[src/rtl/ffha_pkg.sv]
package ffha_pkg;

	localparam int HEAP_BYTES = 1024;
	localparam int MAX_BLOCKS = 64;
	localparam int FREE_DEPTH = MAX_BLOCKS + 1;
	localparam int AW = $clog2(HEAP_BYTES);
	localparam int SW = AW + 1;
	localparam int EW = AW + 2;
	localparam int IW = $clog2(FREE_DEPTH + 1);
	localparam int MLW = 10;
	localparam logic [MLW-1:0] MIN_LEFTOVER_RST = MLW'(3);

	localparam logic CMD_ALLOC = 1'b0;
	localparam logic CMD_FREE = 1'b1;

	typedef enum logic [2:0] {
		ST_OK = 3'd0,
		ST_ZERO = 3'd1,
		ST_NOFIT = 3'd2,
		ST_NOTFOUND = 3'd3,
		ST_FULL = 3'd4
	} status_t;

	typedef enum logic [2:0] {
		S_IDLE,
		S_ALLOC_SEG,
		S_ALLOC_USED,
		S_FREE_SCAN,
		S_FREE_UPD,
		S_DONE
	} state_t;

	typedef struct packed {
		logic vld;
		logic [AW-1:0] start;
		logic [SW-1:0] size;
	} ent_t;

	typedef struct packed {
		logic seg_shift;
		logic used_shift;
	} ring_ctl_t;

	typedef struct packed {
		logic command;
		logic [SW-1:0] request_size;
		logic [AW-1:0] block_address;
	} in_t;

	typedef struct packed {
		logic [2:0] status;
		logic [AW-1:0] granted_address;
		logic [SW-1:0] granted_size;
	} out_t;

endpackage

[src/rtl/ffha_ctrl.sv]
module ffha_ctrl (
	input logic clk,
	input logic arst_n,
	input logic in_valid,
	output logic in_ready,
	input ffha_pkg::in_t in_data,
	output logic out_valid,
	input logic out_ready,
	output ffha_pkg::out_t out_data,
	input logic cfg_valid,
	output logic cfg_ready,
	input logic [ffha_pkg::MLW-1:0] cfg_data,
	input ffha_pkg::ent_t seg_head,
	input ffha_pkg::ent_t seg_next,
	output ffha_pkg::ent_t seg_tail,
	input ffha_pkg::ent_t used_head,
	output ffha_pkg::ent_t used_tail,
	output ffha_pkg::ring_ctl_t ring_ctl
);

	localparam logic [ffha_pkg::IW-1:0] LAST_SEG = ffha_pkg::IW'(ffha_pkg::FREE_DEPTH - 1);
	localparam logic [ffha_pkg::IW-1:0] LAST_USED = ffha_pkg::IW'(ffha_pkg::MAX_BLOCKS - 1);
	localparam logic [ffha_pkg::IW-1:0] USED_CNT_MAX = ffha_pkg::IW'(ffha_pkg::MAX_BLOCKS);
	localparam logic [ffha_pkg::IW-1:0] POS_END = ffha_pkg::IW'(ffha_pkg::FREE_DEPTH);

	ffha_pkg::state_t state_q, state_d;
	logic [ffha_pkg::IW-1:0] ucnt_q;
	logic out_valid_q;
	logic [ffha_pkg::MLW-1:0] minl_q;
	ffha_pkg::out_t out_q;

	logic [ffha_pkg::SW-1:0] req_q;
	logic [ffha_pkg::AW-1:0] addr_q;
	logic [ffha_pkg::IW-1:0] idx_q;
	ffha_pkg::status_t status_q;
	logic [ffha_pkg::AW-1:0] res_addr_q;
	logic [ffha_pkg::SW-1:0] res_size_q;
	logic found_q;
	logic del_q;
	logic ins_q;
	ffha_pkg::ent_t hold_q;
	logic pos_found_q;
	logic [ffha_pkg::IW-1:0] pos_q;
	logic mprev_q;
	logic [ffha_pkg::EW-1:0] prev_end_q;
	logic next_vld_q;
	logic [ffha_pkg::AW-1:0] next_start_q;
	logic [ffha_pkg::SW-1:0] next_size_q;
	logic full_q;

	logic last_seg, last_used, used_scan;
	logic fit_hit, absorb, uhit, pos_hit, mnext, done_load;
	logic [ffha_pkg::SW-1:0] left;
	logic [ffha_pkg::EW-1:0] head_end, addr_ext;
	logic [ffha_pkg::IW-1:0] pos_m1;
	ffha_pkg::ent_t del_tail;

	assign last_seg = idx_q == LAST_SEG;
	assign last_used = idx_q == LAST_USED;
	assign used_scan = idx_q < USED_CNT_MAX;
	assign left = seg_head.size - req_q;
	assign fit_hit = !found_q && !del_q && seg_head.vld && (seg_head.size >= req_q);
	assign absorb = left <= ffha_pkg::SW'(minl_q);
	assign uhit = !found_q && used_scan && used_head.vld && (used_head.start == addr_q);
	assign pos_hit = !seg_head.vld || (seg_head.start >= addr_q);
	assign head_end = ffha_pkg::EW'(seg_head.start) + ffha_pkg::EW'(seg_head.size);
	assign addr_ext = ffha_pkg::EW'(addr_q);
	assign mnext = next_vld_q &&
		((addr_ext + ffha_pkg::EW'(res_size_q)) == ffha_pkg::EW'(next_start_q));
	assign pos_m1 = pos_q - 1'b1;
	// closing the gap: take the entry behind the head, the wrapped-round one is dropped
	assign del_tail = last_seg ? '0 : seg_next;
	assign done_load = (state_q == ffha_pkg::S_DONE) && (!out_valid_q || out_ready);

	always_comb begin
		state_d = state_q;
		case (state_q)
			ffha_pkg::S_IDLE: begin
				if (in_valid) begin
					if (in_data.command == ffha_pkg::CMD_FREE) begin
						state_d = ffha_pkg::S_FREE_SCAN;
					end else if (in_data.request_size == '0 || ucnt_q == USED_CNT_MAX) begin
						state_d = ffha_pkg::S_DONE;
					end else begin
						state_d = ffha_pkg::S_ALLOC_SEG;
					end
				end
			end
			ffha_pkg::S_ALLOC_SEG: begin
				if (last_seg) begin
					state_d = (found_q || fit_hit) ? ffha_pkg::S_ALLOC_USED : ffha_pkg::S_DONE;
				end
			end
			ffha_pkg::S_ALLOC_USED: begin
				if (last_used) begin
					state_d = ffha_pkg::S_DONE;
				end
			end
			ffha_pkg::S_FREE_SCAN: begin
				if (last_seg) begin
					state_d = (found_q || uhit) ? ffha_pkg::S_FREE_UPD : ffha_pkg::S_DONE;
				end
			end
			ffha_pkg::S_FREE_UPD: begin
				if (last_seg) begin
					state_d = ffha_pkg::S_DONE;
				end
			end
			ffha_pkg::S_DONE: begin
				if (!out_valid_q || out_ready) begin
					state_d = ffha_pkg::S_IDLE;
				end
			end
			default: state_d = ffha_pkg::S_IDLE;
		endcase
	end

	always_comb begin
		seg_tail = seg_head;
		used_tail = used_head;
		ring_ctl = '0;
		in_ready = state_q == ffha_pkg::S_IDLE;
		cfg_ready = 1'b1;
		case (state_q)
			ffha_pkg::S_ALLOC_SEG: begin
				ring_ctl.seg_shift = 1'b1;
				if (del_q) begin
					seg_tail = del_tail;
				end else if (fit_hit) begin
					if (absorb) begin
						seg_tail = del_tail;
					end else begin
						seg_tail = '{vld: 1'b1,
							start: seg_head.start + req_q[ffha_pkg::AW-1:0],
							size: left};
					end
				end
			end
			ffha_pkg::S_ALLOC_USED: begin
				ring_ctl.used_shift = 1'b1;
				if (!found_q && !used_head.vld) begin
					used_tail = '{vld: 1'b1, start: res_addr_q, size: res_size_q};
				end
			end
			ffha_pkg::S_FREE_SCAN: begin
				ring_ctl.seg_shift = 1'b1;
				ring_ctl.used_shift = used_scan;
				if (uhit) begin
					used_tail = '0;
				end
			end
			ffha_pkg::S_FREE_UPD: begin
				ring_ctl.seg_shift = 1'b1;
				if (del_q) begin
					seg_tail = del_tail;
				end else if (ins_q) begin
					seg_tail = hold_q;
				end
				if (mprev_q && idx_q == pos_m1) begin
					seg_tail = '{vld: 1'b1, start: seg_head.start,
						size: seg_head.size + res_size_q + (mnext ? next_size_q : '0)};
				end else if (!mprev_q && mnext && idx_q == pos_q) begin
					seg_tail = '{vld: 1'b1, start: addr_q, size: seg_head.size + res_size_q};
				end else if (!mprev_q && !mnext && !full_q && idx_q == pos_q) begin
					seg_tail = '{vld: 1'b1, start: addr_q, size: res_size_q};
				end
			end
			default: begin
			end
		endcase
	end

	always_ff @(posedge clk or negedge arst_n) begin
		if (!arst_n) begin
			state_q <= ffha_pkg::S_IDLE;
			ucnt_q <= '0;
			out_valid_q <= 1'b0;
			minl_q <= ffha_pkg::MIN_LEFTOVER_RST;
		end else begin
			state_q <= state_d;
			if (cfg_valid) begin
				minl_q <= cfg_data;
			end
			if (state_q == ffha_pkg::S_ALLOC_USED && last_used) begin
				ucnt_q <= ucnt_q + 1'b1;
			end else if (state_q == ffha_pkg::S_FREE_SCAN && last_seg && (found_q || uhit)) begin
				ucnt_q <= ucnt_q - 1'b1;
			end
			if (done_load) begin
				out_valid_q <= 1'b1;
			end else if (out_ready) begin
				out_valid_q <= 1'b0;
			end
		end
	end

	always_ff @(posedge clk) begin
		if (done_load) begin
			out_q <= '{status: status_q, granted_address: res_addr_q, granted_size: res_size_q};
		end
		case (state_q)
			ffha_pkg::S_IDLE: begin
				req_q <= in_data.request_size;
				addr_q <= in_data.block_address;
				idx_q <= '0;
				found_q <= 1'b0;
				del_q <= 1'b0;
				ins_q <= 1'b0;
				pos_found_q <= 1'b0;
				pos_q <= '0;
				mprev_q <= 1'b0;
				prev_end_q <= '0;
				next_vld_q <= 1'b0;
				next_start_q <= '0;
				next_size_q <= '0;
				full_q <= 1'b0;
				res_addr_q <= '0;
				res_size_q <= '0;
				if (in_data.command == ffha_pkg::CMD_FREE) begin
					status_q <= ffha_pkg::ST_OK;
				end else if (in_data.request_size == '0) begin
					status_q <= ffha_pkg::ST_ZERO;
				end else if (ucnt_q == USED_CNT_MAX) begin
					status_q <= ffha_pkg::ST_FULL;
				end else begin
					status_q <= ffha_pkg::ST_OK;
				end
			end
			ffha_pkg::S_ALLOC_SEG: begin
				idx_q <= idx_q + 1'b1;
				if (fit_hit) begin
					found_q <= 1'b1;
					res_addr_q <= seg_head.start;
					res_size_q <= absorb ? seg_head.size : req_q;
					if (absorb) begin
						del_q <= 1'b1;
					end
				end
				if (last_seg) begin
					idx_q <= '0;
					found_q <= 1'b0;
					if (!(found_q || fit_hit)) begin
						status_q <= ffha_pkg::ST_NOFIT;
					end
				end
			end
			ffha_pkg::S_ALLOC_USED: begin
				idx_q <= idx_q + 1'b1;
				if (!found_q && !used_head.vld) begin
					found_q <= 1'b1;
				end
			end
			ffha_pkg::S_FREE_SCAN: begin
				idx_q <= idx_q + 1'b1;
				if (uhit) begin
					found_q <= 1'b1;
					res_size_q <= used_head.size;
				end
				// insertion point and both neighbours are gathered as the ring goes by
				if (!pos_found_q) begin
					if (pos_hit) begin
						pos_found_q <= 1'b1;
						pos_q <= idx_q;
						mprev_q <= (idx_q != '0) && (prev_end_q == addr_ext);
						next_vld_q <= seg_head.vld;
						next_start_q <= seg_head.start;
						next_size_q <= seg_head.size;
					end else begin
						prev_end_q <= head_end;
						if (last_seg) begin
							pos_q <= POS_END;
							mprev_q <= head_end == addr_ext;
						end
					end
				end
				if (last_seg) begin
					idx_q <= '0;
					full_q <= seg_head.vld;
					if (found_q || uhit) begin
						res_addr_q <= addr_q;
					end else begin
						status_q <= ffha_pkg::ST_NOTFOUND;
						res_size_q <= '0;
					end
				end
			end
			ffha_pkg::S_FREE_UPD: begin
				idx_q <= idx_q + 1'b1;
				if (ins_q) begin
					hold_q <= seg_head;
				end
				if (mprev_q && mnext && idx_q == pos_m1) begin
					del_q <= 1'b1;
				end
				if (!mprev_q && !mnext && !full_q && idx_q == pos_q) begin
					ins_q <= 1'b1;
					hold_q <= seg_head;
				end
			end
			default: begin
			end
		endcase
	end

	assign out_valid = out_valid_q;
	assign out_data = out_q;

endmodule

[config.mk]
export PLATFORM = sky130hd
export DESIGN_NAME = ffha_ctrl
export DESIGN_NICKNAME = d
export VERILOG_FILES = /design/src/rtl/ffha_pkg.sv /design/src/rtl/ffha_ctrl.sv
export SDC_FILE = /design/constraint.sdc
export NUM_CORES = 1
export LEC_CHECK = 0
export BUFFER_PORTS_ARGS = -buffer_cell sky130_fd_sc_hd__buf_2
export CAP_MARGIN = 10
export CORE_MARGIN = 2
export CORE_UTILIZATION = 60
export DETAILED_ROUTE_END_ITERATION = 8
export PLACE_DENSITY_LB_ADDON = 0.1
export SKIP_LAST_GASP = 1
export SLEW_MARGIN = 20
export SYNTH_ARGS = -nofsm -noshare
export SYNTH_HDL_FRONTEND = slang
export SYNTH_SLANG_ARGS = --single-unit
[constraint.sdc]
create_clock -name clk -period 15.44 [get_ports clk]
set_input_delay 1.544 -clock clk [delete_from_list [all_inputs] [get_ports clk]]
set_output_delay 1.544 -clock clk [all_outputs]
set_load 0.01 [all_outputs]
==> results of run 1 <==
## power breakdown
group | total, mW | switching [mW] | leakage [nW] | internal, mW
Clock | 0.452 | 0.216 | 0.301 | 0.236
Combinational | 1.47 | 0.909 | 4.18 | 0.564
Sequential | 0.867 | 0.174 | 1.62 | 0.692
## state kept, by name, summed over array words and instances (netlist names), 10 cells and up
signal / flops
req_q: 11
minl_q: 10
res_addr_q: 10
addr_q: 10
next_start_q: 10
res_size_q: 11
next_size_q: 11
prev_end_q: 12
out_data: 24
hold_q: 22
## routing by layer
metal | track usage, % | share of wire (%) | vias up | wire length (um)
li1 | - | - | 5231 | -
met1 | 53.9 | 41 | 5438 | 17200
met2 | 58.2 | 44 | 758 | 18500
met3 | 7.22 | 11 | 155 | 4620
met4 | 17.3 | 4.9 | 0 | 2100
met5 | 0 | 0 | - | 0
## layout by cell type, fill, tap and decap left out, types with 18 or more instances in the layout
| cell type | count |
|---|---|
| buf_2 | 174 |
| edfxtp_1 | 145 |
| nor2_1 | 112 |
| a21oi_1 | 95 |
| nand2_1 | 91 |
| o21ai_0 | 90 |
| ha_1 | 88 |
| xnor2_1 | 69 |
| inv_1 | 65 |
| mux2i_1 | 55 |
| xor2_1 | 40 |
| and3_1 | 31 |
| nor3_1 | 29 |
| nand3_1 | 26 |
| a21o_1 | 24 |
| a22o_1 | 22 |
| and2_1 | 21 |
| buf_4 | 20 |
| dfrtp_1 | 19 |
| a31oi_1 | 18 |
## kinds of logic (layout without fill, tap and decap cells)
| group | after synthesis | in the layout | synth area share [%] |
|---|---|---|---|
| AOI/OAI and AO/OA | 381 | 381 | 19.6 |
| xor gates and xnor gates | 110 | 110 | 7.77 |
| other | 1 | 1 | 0.0297 |
| adders and majority gates | 95 | 95 | 9.82 |
| DFF | 166 | 166 | 38.6 |
| buffers and inverters | 138 | 292 | 4.37 |
| and+or+nand+nor | 389 | 389 | 15.0 |
| muxes | 60 | 60 | 4.80 |
## final cells by class
class,instances,area (sq um)
clock inverter,15,204
multi-input combinational,1036,7220
fill,1673,6480
clock buffer,17,425
inverter,66,248
sequential,166,4880
timing repair buffer,194,1020
tap,275,344
## cells in the mapped netlist (all sizes together), types with 17 or more instances
cell / n
edfxtp: 145
nor2: 112
a21oi: 97
o21ai: 97
nand2: 92
ha: 88
xnor2: 69
inv: 66
clkbuf: 56
mux2i: 55
xor2: 41
and3: 31
nor3: 30
nand3: 26
a21o: 24
a22o: 22
and2: 22
dfrtp: 19
a31oi: 18
nor2b: 17
## through the flow
step                utilization (%)  power (mW)
finish                         68.9        2.79
global route                   68.9        2.94
CTS                            68.9        2.75
detailed placement             65.9        2.29
global placement               65.9        2.27
floorplan                         -        1.82
## path summary, 6_finish.rpt
path	end	cells after the start	slack, ns
max in group asynchronous	minl_q[2]$_DFFE_PN0P_	1	13.95
setup reg to reg	res_size_q[0]$_DFFE_PP_	17	10.90
min in group asynchronous	ucnt_q[0]$_DFFE_PN0P_	1	1.10
setup / recovery	seg_tail[10]	23	7.63
hold reg to reg	out_data[21]$_DFFE_PP_	0	0.43
hold / removal	out_data[21]$_DFFE_PP_	0	0.43
## critical path: cells and delay by family, from the launching register on
kind,cells,cell delay [ns]
AOI/OAI and AO/OA,9,2.01
adders and majority gates,4,1.43
and+or+nand+nor,5,0.85
DFF,1,0.65
buffers and inverters,3,0.53
xor gates and xnor gates,1,0.18
muxes,1,0.14
==> flow_summary.yaml, run 1 <==
synthesis:
  async_reset_ff_share_pct: 12.7
  synth_flop_cell: "edfxtp_1"
  synthCells: 1340
  synth_cell_type_count: 82
  yosys.area.top_type_share_pct: 34.5
  synth_area_sq_um: 12600
  syn_avg_cell_area_sq_um: 9.43
  ys_warn_count: 0
  synth_edf_count: 145
  synth-seq-area-share_pct: 38.6
  synth.area.top_cells: "edfxtp_1, ha_1, xnor2_1, mux2i_1, a21oi_1"
  syn-num-nets: 1538
  ys_ff_latch: 166
  yosysTopAreaCell: "edfxtp_1"
power_and_ir_drop:
  power_density_nw_per_um2: 195
  worst_ir_drop_vdd_v: 0.000104
  p_leak_nw: 6.10
clock_tree:
  cts_hold_buf: 0
  clockBufferDepth: 2
  root_buffer: "clkbuf_16"
  cts-buffers-inserted: 17
  cts_setup_buffers: 0
  cts_tree: "yes"
  cts_resized: 0
  path_clk_slew_ns: 0.08
  clock_latency_ns: 0.45
  clock_sinks: 166
  cts_max_level: 4
job:
  drv_cap: 0
route:
  initialDrtViolationCount: 1434
  viasPerCell: 6.55
  vias: 11582
  post_drt_wl_per_cell_um: 24.0
  postRouteAntennaNets: 0
  drc: 0
  drt_pass1_iterations: 7
  drt_wl_total_mm: 42.5
sta:
  finClkSkew_ns: 0.0174
  max_clock_freq_mhz: 128
  drv_slew: 0
  maxSlewHeadroom_pct: 23.8
  rsz0062_at_grt: "false"
  worstMarginPinSlew_ns: 1.14
  final.period_utilization_pct: 50.6
  fin_hold_ws_ns: 0.425
  period_needed_ns: 7.81
  hold_viol_final: 0
  layout_setup_ws_ns: 7.63
  tns_ns: 0
  setup_viol: 0
placed_design:
  numPortBuffers: 174
  dp_worst_setup_slack_ns: 7.86
  placed_cell_area_sq_um: 13700
  dp_cells: 1737
  gp_congestion: 0.969
  hpwl_mm: 31.5
critical_path:
  cp_data_required_time_ns: 13.90
  worstSetupPathType: "register to output pin"
  crit_fanout: 30
  crit_chain: "ha_1 -> fa_1 -> a211oi_1 -> o31ai_2 -> mux2i_1 -> a21o_1 -> nor4_1 -> and4_1 -> buf_4 -> and2_1 -> ha_1 -> inv_1 -> fa_1 -> nor2b_1 -> o21ai_0 -> a21o_1 -> a21oi_1 -> a31oi_1 -> xor2_1 -> a32o_1 -> nand2_1 -> a41o_1 -> buf_2"
  crit_arrival_ns: 6.26
  rr_startpoint: "req_q[0]$_DFFE_PP_"
  cp_slowest_cell: "edfxtp_1"
  crit_path_start: "addr_q[0]$_DFFE_PP_"
  endpoint_kind: "output pin"
  crit_path_start_kind: "register"
  cpPeakStageDelay_ns: 0.65
global_route:
  grt_max_degree: 67
  track_usage_pct: 38.5
  overflow: 0
  antenna_found_initial: 0
  grt_pass1_wl_mm: 63.9
  grt_pass1_vias: 10999
status:
  status: "completed"
final_layout:
  fin_nets: 1679
  drive_gt1_share_pct: 17.1
  finalNonFillerCells: 1769
  fin_area_sq_um: 14300
  syn_to_final_growth_pct: 13.5
  diodes: 0
floorplan:
  core_area_sq_um: 20800
  die_h_um: 149
  initial_utilization_pct: 60.7
  pin_count: 176
  rows: 53
  die_area_sq_um: 22200
  die_x_um: 149
worst_hold_path:
  min_path_type: "register to register"
  hold_start: "status_q[0]$_DFFE_PP_"
(Power assumes the default switching activity.)
==> inputs of run 2 (changes only) <==
CORE_UTILIZATION = 59   (was 60)
clock period = 7.4 ns   (was 15.44 ns; I/O delays follow)
==> flow_summary.yaml, run 2 (synthesized netlist as in run 1, its figures left out) <==
final_layout:
  drive_gt1_share_pct: 17.0
  largest_reg_flops: 24
  final_common_cell: "buf_2"
  multi_input_area_sq_um: 7220
  seqCellArea_sq_um: 4880
  finalNonFillerCells: 1770
  fin_nets: 1679
  filler_cell_count: 1733
  mostFrequentLayoutCells: "buf_2, edfxtp_1, nor2_1"
  syn_to_final_growth_pct: 13.1
clock_tree:
  cts_tree: "yes"
  cts-buffers-inserted: 17
  path_clk_slew_ns: 0.07
  clock_sinks: 166
  clockBufferDepth: 2
  cts_hold_buf: 0
  root_buffer: "clkbuf_16"
  clock_latency_ns: 0.44
  cts_max_level: 4
  cts_setup_buffers: 0
  cts_resized: 0
sta:
  max_clock_freq_mhz: 150
  worstMarginPinSlew_ns: 1.08
  final.period_utilization_pct: 90.2
  period_needed_ns: 6.68
  drv_slew: 0
  rsz0062_at_grt: "false"
  hold_viol_final: 0
  maxSlewHeadroom_pct: 27.9
  tns_ns: 0
  setup_viol: 0
  finClkSkew_ns: 0.0123
worst_hold_path:
  min_path_type: "input port to asynchronous set/reset pin"
power_and_ir_drop:
  worst_ir_drop_vdd_v: 0.000180
  power_density_nw_per_um2: 404
  p_leak_nw: 6.08
critical_path:
  crit_path_start: "addr_q[0]$_DFFE_PP_"
  crit_arrival_ns: 5.94
  rr_startpoint: "req_q[0]$_DFFE_PP_"
  cp_slowest_cell: "edfxtp_1"
  crit_fanout: 30
  crit_path_start_kind: "register"
  cpPeakStageDelay_ns: 0.56
  endpoint_kind: "output pin"
  crit_chain: "ha_1 -> fa_1 -> xnor2_1 -> xnor2_1 -> a2111oi_1 -> nand4b_1 -> nor4_1 -> and4_1 -> buf_4 -> and2_1 -> ha_1 -> inv_1 -> fa_1 -> nor2b_1 -> o21ai_0 -> a21o_1 -> a21oi_1 -> a31oi_1 -> xor2_1 -> a32o_1 -> nand2_1 -> a41o_1 -> buf_2"
  cp_data_required_time_ns: 6.66
  timing.critical_path.buf_inv: 3
  path_delay_family: "compound AO/OA/AOI/OAI gates"
  worstSetupPathType: "register to output pin"
route:
  drt_pass1_iterations: 6
  initialDrtViolationCount: 1330
  viasPerCell: 6.51
  drc: 0
  vias: 11531
  drt_wl_total_mm: 42.7
  postRouteAntennaNets: 0
  post_drt_wl_per_cell_um: 24.1
global_route:
  overflow: 0
  antenna_found_initial: 1
  grt_pass1_wl_mm: 63.5
  grt_pass1_vias: 10889
  grt_max_degree: 68
  track_usage_pct: 37.8
floorplan:
  core_area_sq_um: 21000
  initial_utilization_pct: 60.1
  die_x_um: 150
  rows: 53
  pin_count: 176
  die_h_um: 150
  die_area_sq_um: 22600
placed_design:
  dp_cells: 1737
  numPortBuffers: 174
  hpwl_mm: 31.6
  gp_congestion: 0.970
job:
  drv_cap: 0
status:
  status: "completed"
==> run 2: cell types whose count changed in the layout (fill, tap and decap cells not counted) <==
cell and delta:
inv_8 -2, diode_2 +1, clkinv_8 -4, clkinv_2 +2, inv_6 +2, clkinv_4 +2, inv_12 -1, clkbuf_1 +1
==> run 2: cell type report <==
type	count	share of cell area [%]
diodes	1	0.0175
clock buffers	18	3.00
clock inverters	14	1.02
inverters	66	1.73
multi-input cells	1036	50.5
flip-flops and latches	166	34.2
well taps	275	2.41
repair buffers	194	7.14
==> run 2: through the flow <==
stage	total power, mW	area, sq um	worst slack (ns)	hold slack (ns)	utilization [%]
after floorplan	3.80	12600	2.01	0.400	-
after global placement	4.75	13700	1.28	0.401	65.3
after detailed placement	4.79	13700	1.23	0.416	65.3
after CTS	5.69	14300	0.759	0.303	68.0
after global routing	6.08	14300	0.290	0.327	68.0
final	5.77	14300	0.724	0.294	68.0
==> run 2: routing by layer <==
layer	routed length, um	GRT usage, %	up-vias
met5	0	0	-
met3	4760	8.00	124
met1	17400	51.9	5477
met4	1570	13.9	0
li1	-	-	5231
met2	18900	59.2	699
==> run 2: worst paths after layout <==
check,to,slack [ns],depth (start not counted)
worst max-delay path,seg_tail[10],0.72,23
worst min-delay path,ucnt_q[1]$_DFFE_PN0P_,0.29,1
worst max register to register,res_size_q[6]$_DFFE_PP_,2.56,17
worst min register to register,out_data[23]$_DFFE_PP_,0.42,0
max in group asynchronous,state_q[2]$_DFFE_PN0P_,6.72,1
min in group clk,out_data[23]$_DFFE_PP_,0.42,0
==> run 2: where the power goes <==
part | internal (mW) | switching (mW) | leakage [nW]
sequential | 1.45 | 0.374 | 1.62
clock | 0.474 | 0.415 | 0.280
combinational | 1.18 | 1.88 | 4.18
total | 3.10 | 2.67 | 6.08
